### config.mk
export PLATFORM = sky130hd
export DESIGN_NAME = iortt_cell
export DESIGN_NICKNAME = d
export VERILOG_FILES = /design/src/rtl/iortt_pkg.sv /design/src/rtl/iortt_cell.sv
export SDC_FILE = /design/constraint.sdc
export NUM_CORES = 1
export LEC_CHECK = 0
export BUFFER_PORTS_ARGS = -buffer_cell sky130_fd_sc_hd__buf_2
export CELL_PAD_IN_SITES_DETAIL_PLACEMENT = 1
export CELL_PAD_IN_SITES_GLOBAL_PLACEMENT = 1
export CORE_MARGIN = 2
export CORE_UTILIZATION = 39
export DETAILED_ROUTE_END_ITERATION = 6
export PLACE_DENSITY = 0.77
export SLEW_MARGIN = 20
export SYNTH_ARGS = -nofsm -noshare
export SYNTH_HDL_FRONTEND = slang
export SYNTH_SLANG_ARGS = --single-unit
### constraint.sdc
create_clock -name clock -period 6.3 [get_ports clock]
set_input_delay 1.26 -clock clock [delete_from_list [all_inputs] [get_ports clock]]
set_output_delay 1.26 -clock clock [all_outputs]
set_load 0.02 [all_outputs]
### src/rtl/iortt_pkg.sv
// ----------------------------------------------------------------------------
// iortt_pkg
// shared types and constants for the i/o region translation table
// ----------------------------------------------------------------------------
`timescale 1ns / 1ps
`default_nettype none

package iortt_pkg;

   // fixed widths of the item fields
   localparam int FIELD_WIDTH = 32;
   localparam int INDEX_WIDTH = 5;

   typedef enum logic [1:0] {
      OP_INSERT    = 2'd0,
      OP_TRANSLATE = 2'd1,
      OP_REMOVE    = 2'd2,
      OP_LOOKUP    = 2'd3
   } op_type;

   typedef enum logic [1:0] {
      ST_OK        = 2'd0,
      ST_FULL      = 2'd1,
      ST_NOT_FOUND = 2'd2
   } status_type;

   // control part of the item token walking the cell chain
   typedef struct packed {
      logic   valid;
      op_type op;
      logic   found;
   } tok_ctrl_type;

endpackage

`default_nettype wire

### src/rtl/iortt_cell.sv
// ----------------------------------------------------------------------------
// iortt_cell
// one table slot; checks the passing item, updates the slot, forwards the item
// ----------------------------------------------------------------------------
`timescale 1ns / 1ps
`default_nettype none

module iortt_cell #(
   parameter int ADDR_WIDTH = 32,
   parameter int CELL_INDEX = 0
) (
   input  wire                                    clock,
   input  wire                                    reset,
   input  wire  iortt_pkg::tok_ctrl_type          in_ctrl,
   input  wire  [ADDR_WIDTH-1:0]                  in_phys_address,
   input  wire  [ADDR_WIDTH-1:0]                  in_virt_base,
   input  wire  [iortt_pkg::FIELD_WIDTH-1:0]      in_map_handle,
   input  wire  [ADDR_WIDTH-1:0]                  in_region_size,
   input  wire  [iortt_pkg::FIELD_WIDTH-1:0]      in_trans,
   input  wire  [iortt_pkg::FIELD_WIDTH-1:0]      in_pbase,
   input  wire  [iortt_pkg::FIELD_WIDTH-1:0]      in_size,
   input  wire  [iortt_pkg::FIELD_WIDTH-1:0]      in_handle,
   input  wire  [iortt_pkg::INDEX_WIDTH-1:0]      in_slot,
   output iortt_pkg::tok_ctrl_type                out_ctrl,
   output logic [ADDR_WIDTH-1:0]                  out_phys_address,
   output logic [ADDR_WIDTH-1:0]                  out_virt_base,
   output logic [iortt_pkg::FIELD_WIDTH-1:0]      out_map_handle,
   output logic [ADDR_WIDTH-1:0]                  out_region_size,
   output logic [iortt_pkg::FIELD_WIDTH-1:0]      out_trans,
   output logic [iortt_pkg::FIELD_WIDTH-1:0]      out_pbase,
   output logic [iortt_pkg::FIELD_WIDTH-1:0]      out_size,
   output logic [iortt_pkg::FIELD_WIDTH-1:0]      out_handle,
   output logic [iortt_pkg::INDEX_WIDTH-1:0]      out_slot
);

   localparam int FW = iortt_pkg::FIELD_WIDTH;
   localparam logic [iortt_pkg::INDEX_WIDTH-1:0] CELL_SLOT =
      CELL_INDEX[iortt_pkg::INDEX_WIDTH-1:0];

   // slot contents
   logic [FW-1:0]         handle_ff, handle_in;
   logic [ADDR_WIDTH-1:0] vbase_ff, vbase_in;
   logic [ADDR_WIDTH-1:0] pbase_ff, pbase_in;
   logic [ADDR_WIDTH-1:0] size_ff, size_in;

   // token registers
   iortt_pkg::tok_ctrl_type ctrl_ff, ctrl_in;
   logic [ADDR_WIDTH-1:0] paddr_ff, vaddr_ff, rsize_ff;
   logic [FW-1:0]         mhandle_ff;
   logic [FW-1:0]         trans_ff, trans_in;
   logic [FW-1:0]         rpbase_ff, rpbase_in;
   logic [FW-1:0]         rsz_ff, rsz_in;
   logic [FW-1:0]         rhandle_ff, rhandle_in;
   logic [iortt_pkg::INDEX_WIDTH-1:0] slot_ff, slot_in;

   logic [ADDR_WIDTH-1:0] offset;
   logic                  in_range;
   logic                  match;
   logic                  take;

   always_comb begin
      offset   = in_phys_address - pbase_ff;
      in_range = (in_phys_address >= pbase_ff) && (offset < size_ff);
      case (in_ctrl.op)
         iortt_pkg::OP_INSERT:    match = (handle_ff == '0);
         iortt_pkg::OP_TRANSLATE: match = in_range;
         iortt_pkg::OP_REMOVE:    match = in_range;
         iortt_pkg::OP_LOOKUP:    match = (handle_ff != '0) && (vbase_ff == in_virt_base);
         default:                 match = 1'b0;
      endcase
      take = in_ctrl.valid && !in_ctrl.found && match;
   end

   // slot update on a hit
   always_comb begin
      handle_in = handle_ff;
      vbase_in  = vbase_ff;
      pbase_in  = pbase_ff;
      size_in   = size_ff;
      if (take) begin
         case (in_ctrl.op)
            iortt_pkg::OP_INSERT: begin
               handle_in = in_map_handle;
               vbase_in  = in_virt_base;
               pbase_in  = in_phys_address;
               size_in   = in_region_size;
            end
            iortt_pkg::OP_REMOVE: begin
               handle_in = '0;
               vbase_in  = '0;
               pbase_in  = '0;
               size_in   = '0;
            end
            default: begin
            end
         endcase
      end
   end

   // result fields of the passing item
   always_comb begin
      ctrl_in       = in_ctrl;
      ctrl_in.found = in_ctrl.found || take;
      trans_in      = in_trans;
      rpbase_in     = in_pbase;
      rsz_in        = in_size;
      rhandle_in    = in_handle;
      slot_in       = in_slot;
      if (take) begin
         slot_in = CELL_SLOT;
         if (in_ctrl.op == iortt_pkg::OP_INSERT) begin
            trans_in   = '0;
            rpbase_in  = '0;
            rsz_in     = '0;
            rhandle_in = '0;
         end else begin
            rpbase_in  = FW'(pbase_ff);
            rsz_in     = FW'(size_ff);
            rhandle_in = handle_ff;
            trans_in   = (in_ctrl.op == iortt_pkg::OP_TRANSLATE) ?
                         FW'(ADDR_WIDTH'(vbase_ff + offset)) : '0;
         end
      end
   end

   always_ff @(posedge clock) begin
      if (reset) begin
         handle_ff <= '0;
         vbase_ff  <= '0;
         pbase_ff  <= '0;
         size_ff   <= '0;
         ctrl_ff   <= '0;
      end else begin
         handle_ff <= handle_in;
         vbase_ff  <= vbase_in;
         pbase_ff  <= pbase_in;
         size_ff   <= size_in;
         ctrl_ff   <= ctrl_in;
      end
   end

   always_ff @(posedge clock) begin
      paddr_ff   <= in_phys_address;
      vaddr_ff   <= in_virt_base;
      mhandle_ff <= in_map_handle;
      rsize_ff   <= in_region_size;
      trans_ff   <= trans_in;
      rpbase_ff  <= rpbase_in;
      rsz_ff     <= rsz_in;
      rhandle_ff <= rhandle_in;
      slot_ff    <= slot_in;
   end

   assign out_ctrl         = ctrl_ff;
   assign out_phys_address = paddr_ff;
   assign out_virt_base    = vaddr_ff;
   assign out_map_handle   = mhandle_ff;
   assign out_region_size  = rsize_ff;
   assign out_trans        = trans_ff;
   assign out_pbase        = rpbase_ff;
   assign out_size         = rsz_ff;
   assign out_handle       = rhandle_ff;
   assign out_slot         = slot_ff;

endmodule

`default_nettype wire

# After elaboration in Yosys (flattened, before gate mapping)

Index checks and enable logic that the tools add are counted.
Widths: inputs -> output; s select.

Word-level logic and storage cells: 50
Memories kept: 0
Output and inout port bits: 265
Bits in latches: 0
RAM bits: 0
ROM bits: 0
Bits in registers: 393

Add/subtract/negate cells: 2
$lt $le $gt $ge: 2
Shift-type cells: 0
Bitwise gates (word level): 0
Reduce and logical (&&, ||, !) cells: 12
Div/mod/pow operators: 0
Multiplexer cells: 14
Multiply operators: 0
Equal/unequal tests: 4

Operators by type and width:

| cell               | number |
|---|---|
| $mux 32            | 9 |
| $pmux 32 s2        | 4 |
| $add 32x32->32     | 1 |
| $eq 32x32->1       | 1 |
| $ge 32x32->1       | 1 |
| $logic_not 32->1   | 1 |
| $lt 32x32->1       | 1 |
| $reduce_bool 32->1 | 1 |
| $sub 32x32->32     | 1 |
| $eq 2x2->1 const B | 2 |
| $logic_and 1x1->1  | 4 |
| $pmux 1 s3         | 1 |
| $eq 2x1->1 const B | 1 |
| $logic_not 2->1    | 1 |
| $reduce_and 2->1   | 1 |
| $reduce_bool 2->1  | 1 |
| $reduce_or 2->1    | 1 |
| $logic_not 1->1    | 1 |
| $logic_or 1x1->1   | 1 |

# Longest topological paths before layout

Depth in word-level cells: 6
Gate-level depth with buffers: 27
Mapped depth without buffers: 24

# Least setup slack after synthesis

OpenSTA, ideal clock, no wires.

Path kind: input to register
Start point: input in_phys_address[0]
End point: register trans_ff[13], in the netlist out_trans[13]
Setup time: 96 ps
Arrival: 5,429 ps
Data required time: 6,204 ps
Path buffers: 2
Path slack: 775 ps
Cell stages on the path: 25
Cells stage by stage: inv_1 -> ha_1 -> fa_1 -> nor2b_4 -> o31a_4 -> o31ai_4 -> o311ai_4 -> a21oi_1 -> o21ai_0 -> a21o_1 -> nand2_1 -> a21oi_1 -> xor2_1 -> ha_1 -> a21o_1 -> nand2_1 -> nand4b_1 -> a31oi_1 -> o211ai_1 -> a41o_1 -> o21ai_1 -> nand2b_1 -> buf_4 -> buf_2 -> o41ai_2

Cells in the longest elaborated chain, start to end: 6
Elaborated cells between the ends (all ways): 10
Those cells by class: add/sub: 2; order compare: 2; mux: 4; reduce/logical: 2

Ends and longest elaborated chain:

| item                   | RTL line          | RTL |
|---|---|---|
| start: declaration     | iortt_cell.sv:15  | `input wire [ADDR_WIDTH-1:0] in_phys_address,` |
| $sub 32x32->32         | iortt_cell.sv:62  | `offset = in_phys_address - pbase_ff;` |
| $lt 32x32->1           | iortt_cell.sv:63  | `in_range = (in_phys_address >= pbase_ff) && (offset < size_ff);` |
| $logic_and 1x1->1      | iortt_cell.sv:63  |  |
| $pmux 1 s3             | iortt_cell.sv:64  | `case (in_ctrl.op)` |
| $logic_and 1x1->1      | iortt_cell.sv:71  | `take = in_ctrl.valid && !in_ctrl.found && match;` |
| $mux 32 *              | iortt_cell.sv:109 | `if (take) begin` |
| named net trans_in[13] | iortt_cell.sv:50  | `logic [FW-1:0] trans_ff, trans_in;` |
| end signal: assignment | iortt_cell.sv:147 | `trans_ff <= trans_in;` |
| end: declaration       | iortt_cell.sv:50  |  |

The timed path passes the listed nets; every way through them passes the cells marked *.
A chain may end at the register's enable or synchronous reset.

# Worst setup path in the final report

Start point: input in_phys_address[0]
End point: register rhandle_ff[12], in the netlist out_handle[12]

Cells in the longest elaborated chain, start to end: 6
Elaborated cells between the ends (all ways): 7
Those cells by class: add/sub: 1; order compare: 2; mux: 2; reduce/logical: 2

Ends and longest elaborated chain:

| item                     | RTL line          | RTL |
|---|---|---|
| $sub 32x32->32           | iortt_cell.sv:62  |  |
| $lt 32x32->1             | iortt_cell.sv:63  |  |
| $logic_and 1x1->1 *      | iortt_cell.sv:63  |  |
| $pmux 1 s3 *             | iortt_cell.sv:64  |  |
| $logic_and 1x1->1 *      | iortt_cell.sv:71  |  |
| $mux 32 *                | iortt_cell.sv:109 |  |
| named net rhandle_in[12] | iortt_cell.sv:53  | `logic [FW-1:0] rhandle_ff, rhandle_in;` |
| end signal: assignment   | iortt_cell.sv:150 | `rhandle_ff <= rhandle_in;` |
| end: declaration         | iortt_cell.sv:53  |  |

Marked as above.

==> flow_summary.json <==
{
  "status": "complete, no violations",
  "placementRows": 76,
  "dieWidth_um": 214,
  "die_h_um": 214,
  "synthFlopType": "sky130_fd_sc_hd__dfxtp_1",
  "numCtsBuffers": 43,
  "floorplan.initialDensity": 0.397,
  "cts_num_sinks": 393,
  "crit_arrival_ns": 6.33,
  "global_route.peak_usage_layer": "met2",
  "globalRouteMet3Util": 0.0603,
  "holdCritPathClass": "reg2reg",
  "cap_viol_max_count": 0,
  "grt_overflow_total": 0,
  "netlist_instances": 1767,
  "finalClockSkew_ns": 0.0183,
  "synth-xor-area-share": 0.0442,
  "route.vias.total": 14500,
  "drt-vias-per-instance": 5.00,
  "numPortBuffers": 531,
  "fmaxAchievable_mhz": 171,
  "grt_pass1_wl_um": 88700,
  "cts_hold_repair.buffers": 0,
  "max_slew.worst_pin.slew_ns": 1.04,
  "clkSlewWorstSetupHoldPaths_ns": 0.06,
  "synthAdderAreaFrac": 0.0737,
  "worstSetupPathType": "in2reg",
  "drt.antenna.violating_nets": 0,
  "post_layout_instance_count_excluding_filler_cells": 2904,
  "edff_count_synth": 0,
  "grtUsageMet1": 0.298,
  "pleak_uw": 0.0107,
  "met2_usage": 0.463,
  "synth_top_family_by_area": "simple AND/OR/NAND/NOR gates",
  "clockRootBuffer": "sky130_fd_sc_hd__clkbuf_16",
  "synth_compound_area_frac": 0.128,
  "critPathCaptureType": "register",
  "start_kind": "input pin",
  "synth_simple_gate_area_share": 0.162,
  "critPathMaxFanout": 101,
  "hold_viol": 0,
  "cts_tree": "done",
  "part_of_the_yosys_area_used_for_sequential_elements": 0.458,
  "postRouteWirelength_um": 60100,
  "drt_pass1_iterations": 5,
  "synth_area_per_cell_um2": 9.72,
  "finish.net_count": 2645,
  "relSlewSlack": 0.305,
  "setup_violations": 0,
  "syn_nets": 2134,
  "die-area_um2": 45700,
  "crit_required_ns": 6.77,
  "post-cts-setup-buffer-count": 0,
  "core_region_area_um2": 43300,
  "synth_cell_type_count": 63,
  "power.ir.vdd_worst_mv": 0.232,
  "grt_pass1_vias": 15300,
  "detail_route.iter0.violations": 724,
  "post_route_cells_drive_above_1_share": 0.280,
  "synth_seq_cells": 393,
  "areaGrowthSynthToFinish_pct": 26.0,
  "period_share": 0.930,
  "report.final.slew_viol_count": 0,
  "drc": 0,
  "maximum_number_of_pins_on_one_net_before_global_route_repair": 102,
  "design.portCount": 532,
  "globalplace.congestion": 0.861,
  "dpl.hpwl_um": 46500,
  "multiplexer_share_of_the_synthesized_area": 0.0746,
  "cts-resized-gates": 0,
  "number_of_antenna_violations_at_the_first_check_in_global_routing": 13,
  "dp.cells": 2818,
  "postSynth.asyncResetShare": 0,
  "syn_area_um2": 17200,
  "clockBufferDepth": 3,
  "synth_warnings": 0,
  "fin_tns_setup_ns": 0,
  "grtUsageTotal": 0.257,
  "rsz_0062_raised_after_global_routing": "false",
  "power_per_cell_area_nw_per_um2": 295,
  "layout_min_cycle_time_ns": 5.86,
  "htree_num_levels": 2,
  "worstSkewPairLatency_ns": 0.57,
  "wire_per_inst_um": 20.7
}
==> stage by stage <==
step / hold slack [ns] / utilization / power [uW] / area (um2) / setup slack (ns)
after floorplan: 0.452 / - / 3360 / 17200 / 0.775
after global placement: 0.473 / 0.465 / 3740 / 20100 / 0.221
after detailed placement: 0.476 / 0.465 / 3770 / 20100 / -0.0679
after CTS: 0.484 / 0.500 / 6450 / 21600 / 0.477
after global routing: 0.518 / 0.500 / 6640 / 21600 / 0.0436
final: 0.478 / 0.500 / 6390 / 21600 / 0.440
==> placed cells by master, fill, tap and decap left out, drive strengths merged, types with 4 or more instances in the layout <==
cell type,n
a31oi,7
xor2,35
o21ai,71
nand2b,40
o41ai,5
clkinv,13
inv,88
o21a,4
nor2b,136
a22o,10
nand2,157
buf,550
mux2i,128
clkinvlp,4
a21oi,61
o211ai,4
ha,98
o31ai,82
nor2,164
nor3,10
clkbuf,50
a211oi,7
o21bai,12
and3,8
nand3,14
a21o,40
xnor2,49
nor4,14
dfxtp,393
diode,9
bufinv,7
and2,7
nand4,16
==> synth_stat cells (42+ instances only) <==
library cell,n,share of area
sky130_fd_sc_hd__ha_1,98,0.071
sky130_fd_sc_hd__nand2_1,156,0.034
sky130_fd_sc_hd__clkbuf_1,42,0.0092
sky130_fd_sc_hd__nor2b_1,135,0.049
sky130_fd_sc_hd__xnor2_1,49,0.025
sky130_fd_sc_hd__inv_1,85,0.019
sky130_fd_sc_hd__nor2_1,163,0.036
sky130_fd_sc_hd__o31ai_1,80,0.035
sky130_fd_sc_hd__o21ai_0,45,0.013
sky130_fd_sc_hd__dfxtp_1,393,0.46
sky130_fd_sc_hd__a21oi_1,60,0.017
sky130_fd_sc_hd__mux2i_1,128,0.075
==> where the power goes <==
part,leakage [uW],internal [uW],switching (uW)
logic,0.00675,393,672
clock network,0.000727,1590,1080
registers,0.00327,2610,41.1
==> final cells by class <==
class,instances,area [um2]
Antenna cell,9,22.5
Clock buffer,50,1140
Clock inverter,27,343
Fill cell,5106,21600
Inverter,85,319
Multi-Input combinational cell,1205,8330
Sequential cell,393,7870
Tap cell,585,732
Timing Repair Buffer,550,2880
==> cells by family (layout without fill, tap and decap cells) <==
family                     count (synthesis)  after routing
muxes                                    128            128
xor gates and xnor gates                  85             85
DFF                                      393            393
AOI/OAI and AO/OA                        317            317
and+or+nand+nor                          575            575
other                                      0              9
buffers and inverters                    169            712
adders and majority gates                100            100
==> metal layers <==
metal	up-vias	share of wire
met2	412	0.49
met1	6950	0.41
met5	-	0.00067
met3	99	0.064
li1	7040	-
met4	6	0.030
==> critical path, stage by stage <==
cell and delay [ns]:
sky130_fd_sc_hd__buf_2 0.11, sky130_fd_sc_hd__inv_1 0.06, sky130_fd_sc_hd__ha_1 0.24, sky130_fd_sc_hd__fa_1 0.46, sky130_fd_sc_hd__nor2b_4 0.15, sky130_fd_sc_hd__o31a_4 0.16, sky130_fd_sc_hd__o31ai_4 0.09, sky130_fd_sc_hd__o311ai_4 0.34
sky130_fd_sc_hd__a21oi_1 0.16, sky130_fd_sc_hd__o21ai_0 0.29, sky130_fd_sc_hd__a21o_1 0.21, sky130_fd_sc_hd__nand2_1 0.07, sky130_fd_sc_hd__a21oi_1 0.17, sky130_fd_sc_hd__xor2_1 0.24, sky130_fd_sc_hd__ha_1 0.29, sky130_fd_sc_hd__a21o_1 0.18
sky130_fd_sc_hd__nand2_1 0.07, sky130_fd_sc_hd__nand4b_1 0.10, sky130_fd_sc_hd__a31oi_1 0.16, sky130_fd_sc_hd__o211ai_1 0.10, sky130_fd_sc_hd__a41o_1 0.21, sky130_fd_sc_hd__o21ai_1 0.14, sky130_fd_sc_hd__buf_4 0.17, sky130_fd_sc_hd__nand2b_4 0.09
sky130_fd_sc_hd__buf_12 0.19, sky130_fd_sc_hd__buf_12 0.26, sky130_fd_sc_hd__o21ai_0 0.23
==> worst paths after layout <==
check / startpoint / to / slack (ns) / depth (start not counted)
setup / recovery: in_phys_address[0] / out_handle[12]$_DFF_P_ / 0.44 / 27
hold / removal: handle_ff[20]$_SDFFE_PP0P_ / out_handle[20]$_DFF_P_ / 0.48 / 2
setup reg to reg: pbase_ff[2]$_SDFFE_PP0P_ / out_handle[12]$_DFF_P_ / 0.98 / 25
hold reg to reg: handle_ff[20]$_SDFFE_PP0P_ / out_handle[20]$_DFF_P_ / 0.48 / 2
Power figures use the tool's default switching activity.
